[config.mk]
export PLATFORM = sky130hd
export DESIGN_NAME = lsb_stego_message_extractor
export DESIGN_NICKNAME = d
export VERILOG_FILES = /design/src/rtl/lsme_pkg.sv /design/src/rtl/lsb_stego_message_extractor.sv /design/src/rtl/lsme_front.sv /design/src/rtl/lsme_queue.sv /design/src/rtl/lsme_back.sv
export SDC_FILE = /design/constraint.sdc
export NUM_CORES = 1
export LEC_CHECK = 0
export ABC_AREA = 1
export BUFFER_PORTS_ARGS = -buffer_cell sky130_fd_sc_hd__buf_2
export CAP_MARGIN = 20
export CORE_AREA = 2 2 117 119
export CTS_BUF_LIST = sky130_fd_sc_hd__clkbuf_8
export CTS_CLUSTER_DIAMETER = 60
export DETAILED_ROUTE_END_ITERATION = 16
export DIE_AREA = 0 0 119 121
export PLACE_DENSITY = 0.72
export SYNTH_ARGS = -nofsm -noshare
export SYNTH_HDL_FRONTEND = slang
export SYNTH_HIERARCHICAL = 1
export SYNTH_SLANG_ARGS = --single-unit
[constraint.sdc]
create_clock -name clk -period 9.1 [get_ports clk]
set_clock_uncertainty 0.2 [all_clocks]
set_input_delay 1.365 -clock clk [delete_from_list [all_inputs] [get_ports clk]]
set_output_delay 1.365 -clock clk [all_outputs]
set_load 0.02 [all_outputs]
[src/rtl/lsme_pkg.sv]
// shared types, widths and codes for the lsb stego message extractor
`default_nettype none
package lsme_pkg;

  localparam int PIXEL_W      = 24;
  localparam int VALUE_W      = 32;
  localparam int KIND_W       = 2;
  localparam int SIZE_BITS_DEF = 32;
  localparam int QUEUE_DEPTH  = 4;

  // result kinds
  localparam logic [KIND_W-1:0] KIND_NAME = 2'd0;
  localparam logic [KIND_W-1:0] KIND_SIZE = 2'd1;
  localparam logic [KIND_W-1:0] KIND_DATA = 2'd2;

  // channel rotation codes
  localparam logic [1:0] CH_RED   = 2'd0;
  localparam logic [1:0] CH_GREEN = 2'd1;
  localparam logic [1:0] CH_BLUE  = 2'd2;

  // last bit index of a byte word
  localparam logic [4:0] BYTE_LAST = 5'd7;

  // one decoded pixel as passed from front to back
  typedef struct packed {
    logic restart;
    logic data_bit;
  } beat_t;

endpackage
`default_nettype wire

[src/rtl/lsb_stego_message_extractor.sv]
// top level of the lsb stego message extractor
//
//  channel | ports          | tdata                 | tuser          | tlast
//  in      | in_t*          | pixel_rgb [23:0]      | first_pixel    | -
//  out     | out_t*         | value [31:0]          | kind [1:0]     | last
//
// one pixel per cycle while the bit queue has room; a result passes through the queue
// write, then the output register of the back end
// the four-entry bit queue lets the front keep taking pixels while a result waits
// reset clears channel rotation, queue pointers, phase, counters and output valid
// pixels in the idle phase are taken and dropped until first_pixel restarts decoding
`default_nettype none
module lsb_stego_message_extractor #(
  parameter int SIZE_BITS = lsme_pkg::SIZE_BITS_DEF
) (
  input  wire logic                              clk,
  input  wire logic                              rst_n,
  input  wire logic                              in_tvalid,
  output logic                                   in_tready,
  input  wire logic [lsme_pkg::PIXEL_W-1:0]      in_tdata,   // pixel_rgb
  input  wire logic                              in_tuser,   // first_pixel
  output logic                                   out_tvalid,
  input  wire logic                              out_tready,
  output logic [lsme_pkg::VALUE_W-1:0]           out_tdata,  // value
  output logic [lsme_pkg::KIND_W-1:0]            out_tuser,  // kind
  output logic                                   out_tlast
);

  lsme_pkg::beat_t front_beat;
  lsme_pkg::beat_t back_beat;
  logic            q_full;
  logic            q_empty;
  logic            q_pop;
  logic            in_fire;

  assign in_tready = !q_full;
  assign in_fire   = in_tvalid && in_tready;

  lsme_front u_front (
    .clk       (clk),
    .rst_n     (rst_n),
    .pix_valid (in_fire),
    .pix_rgb   (in_tdata),
    .pix_first (in_tuser),
    .beat      (front_beat)
  );

  lsme_queue u_queue (
    .clk       (clk),
    .rst_n     (rst_n),
    .push      (in_fire),
    .push_beat (front_beat),
    .full      (q_full),
    .pop       (q_pop),
    .pop_beat  (back_beat),
    .empty     (q_empty)
  );

  lsme_back #(
    .SIZE_BITS (SIZE_BITS)
  ) u_back (
    .clk       (clk),
    .rst_n     (rst_n),
    .q_valid   (!q_empty),
    .q_beat    (back_beat),
    .q_pop     (q_pop),
    .out_valid (out_tvalid),
    .out_ready (out_tready),
    .out_kind  (out_tuser),
    .out_value (out_tdata),
    .out_last  (out_tlast)
  );

endmodule
`default_nettype wire

[src/rtl/lsme_front.sv]
// front end: picks the hidden bit of each pixel, rotating red, green, blue
`default_nettype none
module lsme_front (
  input  wire logic                          clk,
  input  wire logic                          rst_n,
  input  wire logic                          pix_valid,
  input  wire logic [lsme_pkg::PIXEL_W-1:0]  pix_rgb,
  input  wire logic                          pix_first,
  output lsme_pkg::beat_t                    beat
);

  logic [1:0] ch_r;
  logic [1:0] ch_nxt;
  logic [1:0] ch_cur;

  always_comb begin
    ch_cur = pix_first ? lsme_pkg::CH_RED : ch_r;
    beat.restart = pix_first;
    case (ch_cur)
      lsme_pkg::CH_GREEN: beat.data_bit = pix_rgb[8];
      lsme_pkg::CH_BLUE:  beat.data_bit = pix_rgb[0];
      default:            beat.data_bit = pix_rgb[16];
    endcase
    // unused code 3 acts as red, so it moves on to green
    case (ch_cur)
      lsme_pkg::CH_GREEN: ch_nxt = lsme_pkg::CH_BLUE;
      lsme_pkg::CH_BLUE:  ch_nxt = lsme_pkg::CH_RED;
      default:            ch_nxt = lsme_pkg::CH_GREEN;
    endcase
  end

  always_ff @(posedge clk) begin
    if (!rst_n) begin
      ch_r <= lsme_pkg::CH_RED;
    end else if (pix_valid) begin
      ch_r <= ch_nxt;
    end
  end

endmodule
`default_nettype wire

[src/rtl/lsme_queue.sv]
// short queue of decoded bits between front and back
`default_nettype none
module lsme_queue (
  input  wire logic            clk,
  input  wire logic            rst_n,
  input  wire logic            push,
  input  wire lsme_pkg::beat_t push_beat,
  output logic                 full,
  input  wire logic            pop,
  output lsme_pkg::beat_t      pop_beat,
  output logic                 empty
);

  localparam int PTR_W = $clog2(lsme_pkg::QUEUE_DEPTH);
  localparam int CNT_W = $clog2(lsme_pkg::QUEUE_DEPTH + 1);

  lsme_pkg::beat_t mem [lsme_pkg::QUEUE_DEPTH];
  logic [PTR_W-1:0] wr_ptr_r;
  logic [PTR_W-1:0] rd_ptr_r;
  logic [CNT_W-1:0] count_r;
  logic [CNT_W-1:0] count_nxt;

  assign full     = (count_r == CNT_W'(lsme_pkg::QUEUE_DEPTH));
  assign empty    = (count_r == '0);
  assign pop_beat = mem[rd_ptr_r];

  always_comb begin
    count_nxt = count_r;
    if (push && !pop) begin
      count_nxt = count_r + 1'b1;
    end else if (pop && !push) begin
      count_nxt = count_r - 1'b1;
    end
  end

  always_ff @(posedge clk) begin
    if (push) begin
      mem[wr_ptr_r] <= push_beat;
    end
  end

  always_ff @(posedge clk) begin
    if (!rst_n) begin
      wr_ptr_r <= '0;
      rd_ptr_r <= '0;
      count_r  <= '0;
    end else begin
      if (push) begin
        wr_ptr_r <= (wr_ptr_r == PTR_W'(lsme_pkg::QUEUE_DEPTH - 1)) ? '0 : wr_ptr_r + 1'b1;
      end
      if (pop) begin
        rd_ptr_r <= (rd_ptr_r == PTR_W'(lsme_pkg::QUEUE_DEPTH - 1)) ? '0 : rd_ptr_r + 1'b1;
      end
      count_r <= count_nxt;
    end
  end

  a_no_overflow: assert property (@(posedge clk) disable iff (!rst_n) !(push && full && !pop))
    else $error("queue push while full");
  a_no_underflow: assert property (@(posedge clk) disable iff (!rst_n) !(pop && empty))
    else $error("queue pop while empty");

endmodule
`default_nettype wire

[src/rtl/lsme_back.sv]
// back end: assembles bits into words, walks name, size and payload phases
`default_nettype none
module lsme_back #(
  parameter int SIZE_BITS = lsme_pkg::SIZE_BITS_DEF
) (
  input  wire logic                          clk,
  input  wire logic                          rst_n,
  input  wire logic                          q_valid,
  input  wire lsme_pkg::beat_t               q_beat,
  output logic                               q_pop,
  output logic                               out_valid,
  input  wire logic                          out_ready,
  output logic [lsme_pkg::KIND_W-1:0]        out_kind,
  output logic [lsme_pkg::VALUE_W-1:0]       out_value,
  output logic                               out_last
);

  typedef enum logic [1:0] {
    PH_NAME = 2'd0,
    PH_SIZE = 2'd1,
    PH_DATA = 2'd2,
    PH_IDLE = 2'd3
  } phase_t;

  localparam logic [4:0] SIZE_LAST = 5'(SIZE_BITS - 1);

  phase_t                        phase_r, phase_nxt, ph;
  logic [4:0]                    bit_cnt_r, bit_cnt_nxt, bc;
  logic [SIZE_BITS-1:0]          shift_r, shift_nxt, sh, sh_new;
  logic [SIZE_BITS-1:0]          left_r, left_nxt, bl, bl_dec;
  logic [4:0]                    need_last;
  logic                          emit;
  logic [lsme_pkg::KIND_W-1:0]   kind_nxt;
  logic [lsme_pkg::VALUE_W-1:0]  value_nxt;
  logic                          last_nxt;
  logic                          out_valid_r;
  logic [lsme_pkg::KIND_W-1:0]   kind_r;
  logic [lsme_pkg::VALUE_W-1:0]  value_r;
  logic                          last_r;

  assign q_pop     = q_valid && (!out_valid_r || out_ready);
  assign out_valid = out_valid_r;
  assign out_kind  = kind_r;
  assign out_value = value_r;
  assign out_last  = last_r;

  always_comb begin
    // a restart beat starts from the reset state
    ph = q_beat.restart ? PH_NAME : phase_r;
    bc = q_beat.restart ? '0 : bit_cnt_r;
    sh = q_beat.restart ? '0 : shift_r;
    bl = q_beat.restart ? '0 : left_r;

    sh_new    = {sh[SIZE_BITS-2:0], q_beat.data_bit};
    bl_dec    = bl - 1'b1;
    need_last = (ph == PH_SIZE) ? SIZE_LAST : lsme_pkg::BYTE_LAST;

    phase_nxt   = ph;
    bit_cnt_nxt = bc;
    shift_nxt   = sh;
    left_nxt    = bl;
    emit        = 1'b0;
    kind_nxt    = lsme_pkg::KIND_NAME;
    value_nxt   = lsme_pkg::VALUE_W'(sh_new[7:0]);
    last_nxt    = 1'b0;

    if (ph != PH_IDLE) begin
      if (bc < need_last) begin
        bit_cnt_nxt = bc + 1'b1;
        shift_nxt   = sh_new;
      end else begin
        bit_cnt_nxt = '0;
        shift_nxt   = '0;
        case (ph)
          PH_NAME: begin
            // zero byte ends the name and is not emitted
            if (sh_new[7:0] == 8'd0) begin
              phase_nxt = PH_SIZE;
            end else begin
              emit = 1'b1;
            end
          end
          PH_SIZE: begin
            emit      = 1'b1;
            kind_nxt  = lsme_pkg::KIND_SIZE;
            value_nxt = lsme_pkg::VALUE_W'(sh_new);
            left_nxt  = sh_new;
            last_nxt  = (sh_new == '0);
            phase_nxt = (sh_new == '0) ? PH_IDLE : PH_DATA;
          end
          default: begin
            emit      = 1'b1;
            kind_nxt  = lsme_pkg::KIND_DATA;
            left_nxt  = bl_dec;
            last_nxt  = (bl_dec == '0);
            phase_nxt = (bl_dec == '0) ? PH_IDLE : PH_DATA;
          end
        endcase
      end
    end
  end

  always_ff @(posedge clk) begin
    if (!rst_n) begin
      phase_r     <= PH_NAME;
      bit_cnt_r   <= '0;
      shift_r     <= '0;
      left_r      <= '0;
      out_valid_r <= 1'b0;
    end else begin
      // a pop only happens once the held beat is gone or leaving
      out_valid_r <= q_pop ? emit : (out_valid_r && !out_ready);
      if (q_pop) begin
        phase_r   <= phase_nxt;
        bit_cnt_r <= bit_cnt_nxt;
        shift_r   <= shift_nxt;
        left_r    <= left_nxt;
      end
    end
  end

  always_ff @(posedge clk) begin
    if (q_pop && emit) begin
      kind_r  <= kind_nxt;
      value_r <= value_nxt;
      last_r  <= last_nxt;
    end
  end

  a_kind_code: assert property (@(posedge clk) disable iff (!rst_n)
      out_valid_r |-> (kind_r == lsme_pkg::KIND_NAME || kind_r == lsme_pkg::KIND_SIZE ||
                       kind_r == lsme_pkg::KIND_DATA))
    else $error("result kind out of range");
  a_name_not_last: assert property (@(posedge clk) disable iff (!rst_n)
      (out_valid_r && kind_r == lsme_pkg::KIND_NAME) |-> !last_r)
    else $error("name character marked last");
  a_byte_fits: assert property (@(posedge clk) disable iff (!rst_n)
      (out_valid_r && kind_r != lsme_pkg::KIND_SIZE) |-> (value_r[31:8] == 24'd0))
    else $error("byte result wider than eight bits");
  a_idle_silent: assert property (@(posedge clk) disable iff (!rst_n)
      (q_pop && !q_beat.restart && phase_r == PH_IDLE) |=> (phase_r == PH_IDLE))
    else $error("idle left without restart");

endmodule
`default_nettype wire

==> results of run 1 <==
==> cells in the mapped netlist (16+ instances only) <==
library cell,number
dfxtp_1,82
inv_1,121
clkbuf_1,31
nand3_1,58
nand2_1,192
o22ai_1,24
o21ai_0,82
nand2_2,21
nor2_1,147
nand4_1,16
edfxtp_1,43
a21oi_1,64
==> kinds of logic (layout without fill, tap and decap cells) <==
kind of cell             count (synthesis)  in the layout  share of synthesized area
adder cells (fa/ha/maj)                 13             13                     0.0240
AND/OR/NAND/NOR                        466            466                      0.284
buffers and inverters                  179            220                      0.101
flip-flops                             125            125                      0.414
XOR/XNOR                                 9              9                     0.0111
AO/OA/AOI/OAI                          206            206                      0.166
==> worst max-delay path by stage <==
| stage | start | endpoint | slack [ps] | depth (start not counted) |
|---|---|---|---|---|
| floorplan | register | u_back/out_kind[0]$_SDFFCE_PP0P_ | 3270 | 18 |
| global placement | register | u_back/left_r[1]$_SDFFE_PN0P_ | 4320 | 19 |
| detailed placement | register | u_back/left_r[1]$_SDFFE_PN0P_ | 4310 | 21 |
| CTS | register | u_back/left_r[1]$_SDFFE_PN0P_ | 4270 | 21 |
| global route | register | u_back/left_r[9]$_SDFFE_PN0P_ | 4020 | 17 |
| finish | register | u_back/left_r[9]$_SDFFE_PN0P_ | 4420 | 17 |
==> power groups by stage <==
stage / registers, W / clock network (W) / logic (W)
after floorplan: 0.000773 / 0 / 0.00128
after global placement: 0.000769 / 0 / 0.00164
after detailed placement: 0.000771 / 0 / 0.00164
after CTS: 0.000761 / 0.000453 / 0.00165
after global routing: 0.000775 / 0.000483 / 0.00190
final: 0.000762 / 0.000450 / 0.00169
==> per-layer routing <==
layer	global-route usage	part of all wire	up-vias
met2	0.445	0.46	237
met5	0	0	-
met3	0.0573	0.063	48
met1	0.376	0.44	3106
met4	0.125	0.037	0
li1	-	-	3361
==> flip-flops by register name, summed over array words and instances (netlist names), 3 cells and up, named ones only <==
name              flops
u_back/bit_cnt_r      5
u_queue/count_r       3
u_back/left_r        32
u_queue/mem           8
u_back/out_value     32
u_back/shift_r       31
==> stage by stage <==
stage / total power, W / utilization / worst slack (ps) / hold slack [ps] / instance area [sq um]
floorplan: 0.00205 / - / 3270 / 245 / 7090
global placement: 0.00241 / 0.566 / 4320 / 254 / 7410
detailed placement: 0.00242 / 0.566 / 4310 / 259 / 7410
finish: 0.00290 / 0.594 / 4420 / 267 / 7770
CTS: 0.00287 / 0.593 / 4270 / 270 / 7760
global route: 0.00316 / 0.594 / 4020 / 297 / 7770
==> worst max-delay path: stages (launching register included) <==
cell and delay, ps:
dfxtp_1 420, inv_2 70, o21ai_1 160, o22ai_2 90, buf_4 240, nor2_1 650
inv_1 480, nor2_1 190, buf_4 260, inv_1 130, nand2_1 80, buf_4 280
nor2_1 190, buf_4 240, inv_1 360, nor2_1 80, a2111oi_0 340, nor2_1 70
==> layout make-up <==
class / instances / share of cell area
Clock buffer: 17 / 0.0301
Clock inverter: 15 / 0.0159
Inverter: 132 / 0.0637
Multi-Input combinational cell: 694 / 0.445
Sequential cell: 125 / 0.377
Tap cell: 176 / 0.0283
Timing Repair Buffer: 56 / 0.0399
==> reports/results.txt, run 1 <==
antenna viol nets, final: 0
Site Rows: 42
Crit Path Class: register to register
DR vias/cell: 5.56
hold path cells: 2
Cell Count, Final, Fillers Out: 1,215
EDFF count, synth: 43
FILL cells: 1,296
cell at the root of the clock tree: clkbuf_8
IO Count: 66
unique cell type count in the Yosys netlist: 42
run status: finished, final reports clean
FF+latch count, synth: 125
CP Launch Type: register
core area: 13,100 sq um
Min-Delay Endpoint: u_back/bit_cnt_r[4]$_SDFFE_PN0P_
internal power: 0.00141 W
fmax: 214 MHz
Reg2Reg Setup Slack: 4420 ps
DR DRC count: 0
Die Y-Extent: 121 um
share of layout cells above drive strength 1: 0.136
drt wl/cell: 15.9 um
worst-path maximum fanout: 25
Tmin final: 4680 ps
first-pass GRT wire length: 31,700 um
Die ar.: 14,400 sq um
Seq. cell area: 2930 sq um
clock power share: 0.155
R2R cell count: 17
Peak VDD IR: 0.287 mV
Final setup viols: 0
initial antenna violation count: 0
Mapped Nets: 1,040
Hold Vio Cnt, Final: 0
Die X-Extent: 119 um
YS warnings: 6
most frequent cells in the layout: 191 x nand2_1, 146 x nor2_1, 121 x inv_1
max_cap viols: 0
reg2reg end: u_back/left_r[9]$_SDFFE_PN0P_
post-synth top area share: 0.231
Port Buffers: 44
Setup Buffers After CTS: 0
gp weighted congestion: 0.958
CTS tree: yes
Hold Buf Count CTS: 0
most common cell after layout, fill and taps aside: nand2_1
DR iter-0 viols: 728
Routed WL: 19,300 um
area occupied by multi-input gates: 3460 sq um
Psw: 0.00149 W
Yosys top cell by area: dfxtp_1
Least-Margin Pin Slew: 1020 ps
largest cells by area after synthesis: dfxtp_1 23%, edfxtp_1 18%, nand2_1 10%
Longest Clk Path Bufs: 2
crit path DAT: 4810 ps
sequential fraction of design power: 0.263
vias post-DR: 6,752
Post-synth ARST share: 0
Tot GR Track Use: 0.282
Worst Path Required: 9230 ps
Mapped Avg Cell Area: 7.11 sq um
Pre-Repair DR Iteration Count: 6
vias in the first global route: 6,251
final setup TNS: 0 ps
CTS resizes: 0
cell area after synthesis: 7090 sq um
ant diodes: 0
# placed instances: 1,182
combinational group share of total power: 0.582
clock-pin slew on the worst setup and hold paths: 70 ps
Final #Nets: 1,068
Final period util: 0.514
P_leak: 3.45 nW
largest net degree at the start of global routing: 75
Slew Limit Fails: 0
RSZ-0062 raised after global routing: no
grt ovf: 0
Initial Util: 0.542
sw frac: 0.514
PwrDens: 373 nW/um^2
Cells after Synth: 998
Rel. slew slack: 0.318
Hold Path Class: register to register
CP Capture Type: register
CTS buffer count: 17
register area share after synthesis: 0.414
min-delay src: u_back/bit_cnt_r[4]$_SDFFE_PN0P_
worst skew pair latency: 450 ps
CTS Sinks: 125
Area growth, synth to finish: 9.60%
Synth Flop Type: dfxtp_1
H-tree Lvls: 4
Detailed Place HPWL: 13,500 um
(Power assumes the default switching activity.)
==> run 2: changes to the inputs <==
- PLACE_DENSITY: 0.72 -> 0.75
- clock period: 9.1 -> 3.8 ns (I/O delays scaled with it)
==> run 2 against run 1 <==
Compared with the run above:
- combinational power is 150% higher
- design area rose by 2.7%
- worst setup slack worse by 4100 ps
- first-iteration DRC count grew 0.55%
- via count grew 1.7%
- die area is the same
- critical path depth shrank 1
- global-route usage fell by 0.37 points
- wire length barely moved
- worst hold slack got worse by 110 ps
- critical endpoint unchanged
==> reports/results.txt, run 2 (synthesis results as in run 1) <==
Tot GR Track Use: 0.279
Final period util: 0.915
Hold Buf Count CTS: 0
clock-pin slew on the worst setup and hold paths: 80 ps
Setup Buffers After CTS: 0
CP Launch Type: register
CP Capture Type: register
Die Y-Extent: 121 um
fmax: 288 MHz
antenna viol nets, final: 0
Routed WL: 19,300 um
Hold Vio Cnt, Final: 0
P_leak: 3.56 nW
worst skew pair latency: 450 ps
Least-Margin Pin Slew: 720 ps
DR iter-0 viols: 732
pre-CTS setup slack: 437 ps
largest net degree at the start of global routing: 42
Detailed Place HPWL: 13,900 um
share of layout cells above drive strength 1: 0.152
grt ovf: 0
Critical path buffers and inverters: 3
critical path depth: 16
Initial Util: 0.542
RSZ-0062 raised after global routing: no
CTS buffer count: 17
drt wl/cell: 15.7 um
Worst Path Required: 3910 ps
slowest stage delay, CP: 590 ps
Hold Path Class: primary input to register
Slew Limit Fails: 0
Pre-Repair DR Iteration Count: 5
CTS resizes: 0
max_cap viols: 0
Slowest-stage cell, CP: a2111oi_0
ant diodes: 0
vias in the first global route: 6,359
crit path DAT: 3580 ps
Port Buffers: 44
Tot Pwr: 0.00734 W
critical path's most frequent cell: nor2_1
PwrDens: 920 nW/um^2
Rel. slew slack: 0.507
CTS tree: yes
DR DRC count: 0
FILL cells: 1,185
IO Count: 66
Tmin final: 3480 ps
most common cell after layout, fill and taps aside: nand2_1
Area growth, synth to finish: 12.5%
final setup TNS: 0 ps
vias post-DR: 6,866
worst-path maximum fanout: 13
hold path cells: 1
Die ar.: 14,400 sq um
Longest Clk Path Bufs: 2
H-tree Lvls: 4
Worst path top cell family by delay: simple AND/OR/NAND/NOR gates
gp weighted congestion: 1.03
R2R cell count: 16
cell at the root of the clock tree: clkbuf_8
Site Rows: 42
Peak VDD IR: 0.482 mV
run status: finished, final reports clean
Final setup viols: 0
most frequent cells in the layout: 189 x nand2_1, 146 x nor2_1, 121 x inv_1
CTS Sinks: 125
Hold WS: 155 ps
DR vias/cell: 5.59
worst-path cell chain: inv_2, o21ai_1, o22ai_2, nor2_1, nand2_1, ha_1, nand2_1, inv_1, nand4_1, nand2_2, nand2_4, nor2_1, inv_1, nor2_1, a2111oi_0, nor2_1
Die X-Extent: 119 um
worst setup margin: 323 ps
Crit Path Class: register to register
initial antenna violation count: 0
first-pass GRT wire length: 31,600 um
core area: 13,100 sq um
Final #Nets: 1,081
[run 2: cell types whose count changed in the layout (fill, tap and decap cells not counted), sizes merged]
cell      change
inv           +3
bufinv        +3
clkinv        -2
clkinvlp      -4
buf          +13
[run 2: metal layers]
metal / vias up / wire length (um) / GRT usage
met5: - / 0 / 0
met2: 290 / 9040 / 0.452
met4: 0 / 694 / 0.126
met3: 48 / 1320 / 0.0503
met1: 3150 / 8260 / 0.364
li1: 3378 / - / -
[run 2: final timing paths]
path | start | end | slack, ps
setup / recovery | register | u_back/left_r[9]$_SDFFE_PN0P_ | 320
hold / removal | in_tuser | u_queue/mem[0][1]$_DFFE_PP_ | 150
hold reg to reg | u_back/bit_cnt_r[4]$_SDFFE_PN0P_ | u_back/bit_cnt_r[4]$_SDFFE_PN0P_ | 270
setup reg to reg | register | u_back/left_r[9]$_SDFFE_PN0P_ | 320
[run 2: metrics by stage]
stage                     instance area [sq um]  cells  utilization
after floorplan                            7150    998            -
after global placement                     7520   1195        0.575
after detailed placement                   7540   1196        0.576
after CTS                                  7980   1228        0.610
after global routing                       7980   1228        0.610
final                                      7980   1228        0.610
[run 2: where the power goes]
group / internal, W / switching (W) / leakage [nW] / total [W]
clock network: 0.000727 / 0.000575 / 0.223 / 0.00130
logic: 0.00129 / 0.00291 / 2.27 / 0.00420
registers: 0.00165 / 0.000180 / 1.07 / 0.00183
[run 2: area by class of cell]
cell class | count | area (sq um) | share of cell area
multi-input cells | 694 | 3470 | 0.435
repair buffers | 69 | 415 | 0.0520
inverters | 132 | 495 | 0.0621
clock inverters | 15 | 210 | 0.0263
clock buffers | 17 | 234 | 0.0293
flip-flops and latches | 125 | 2930 | 0.368
well taps | 176 | 220 | 0.0276
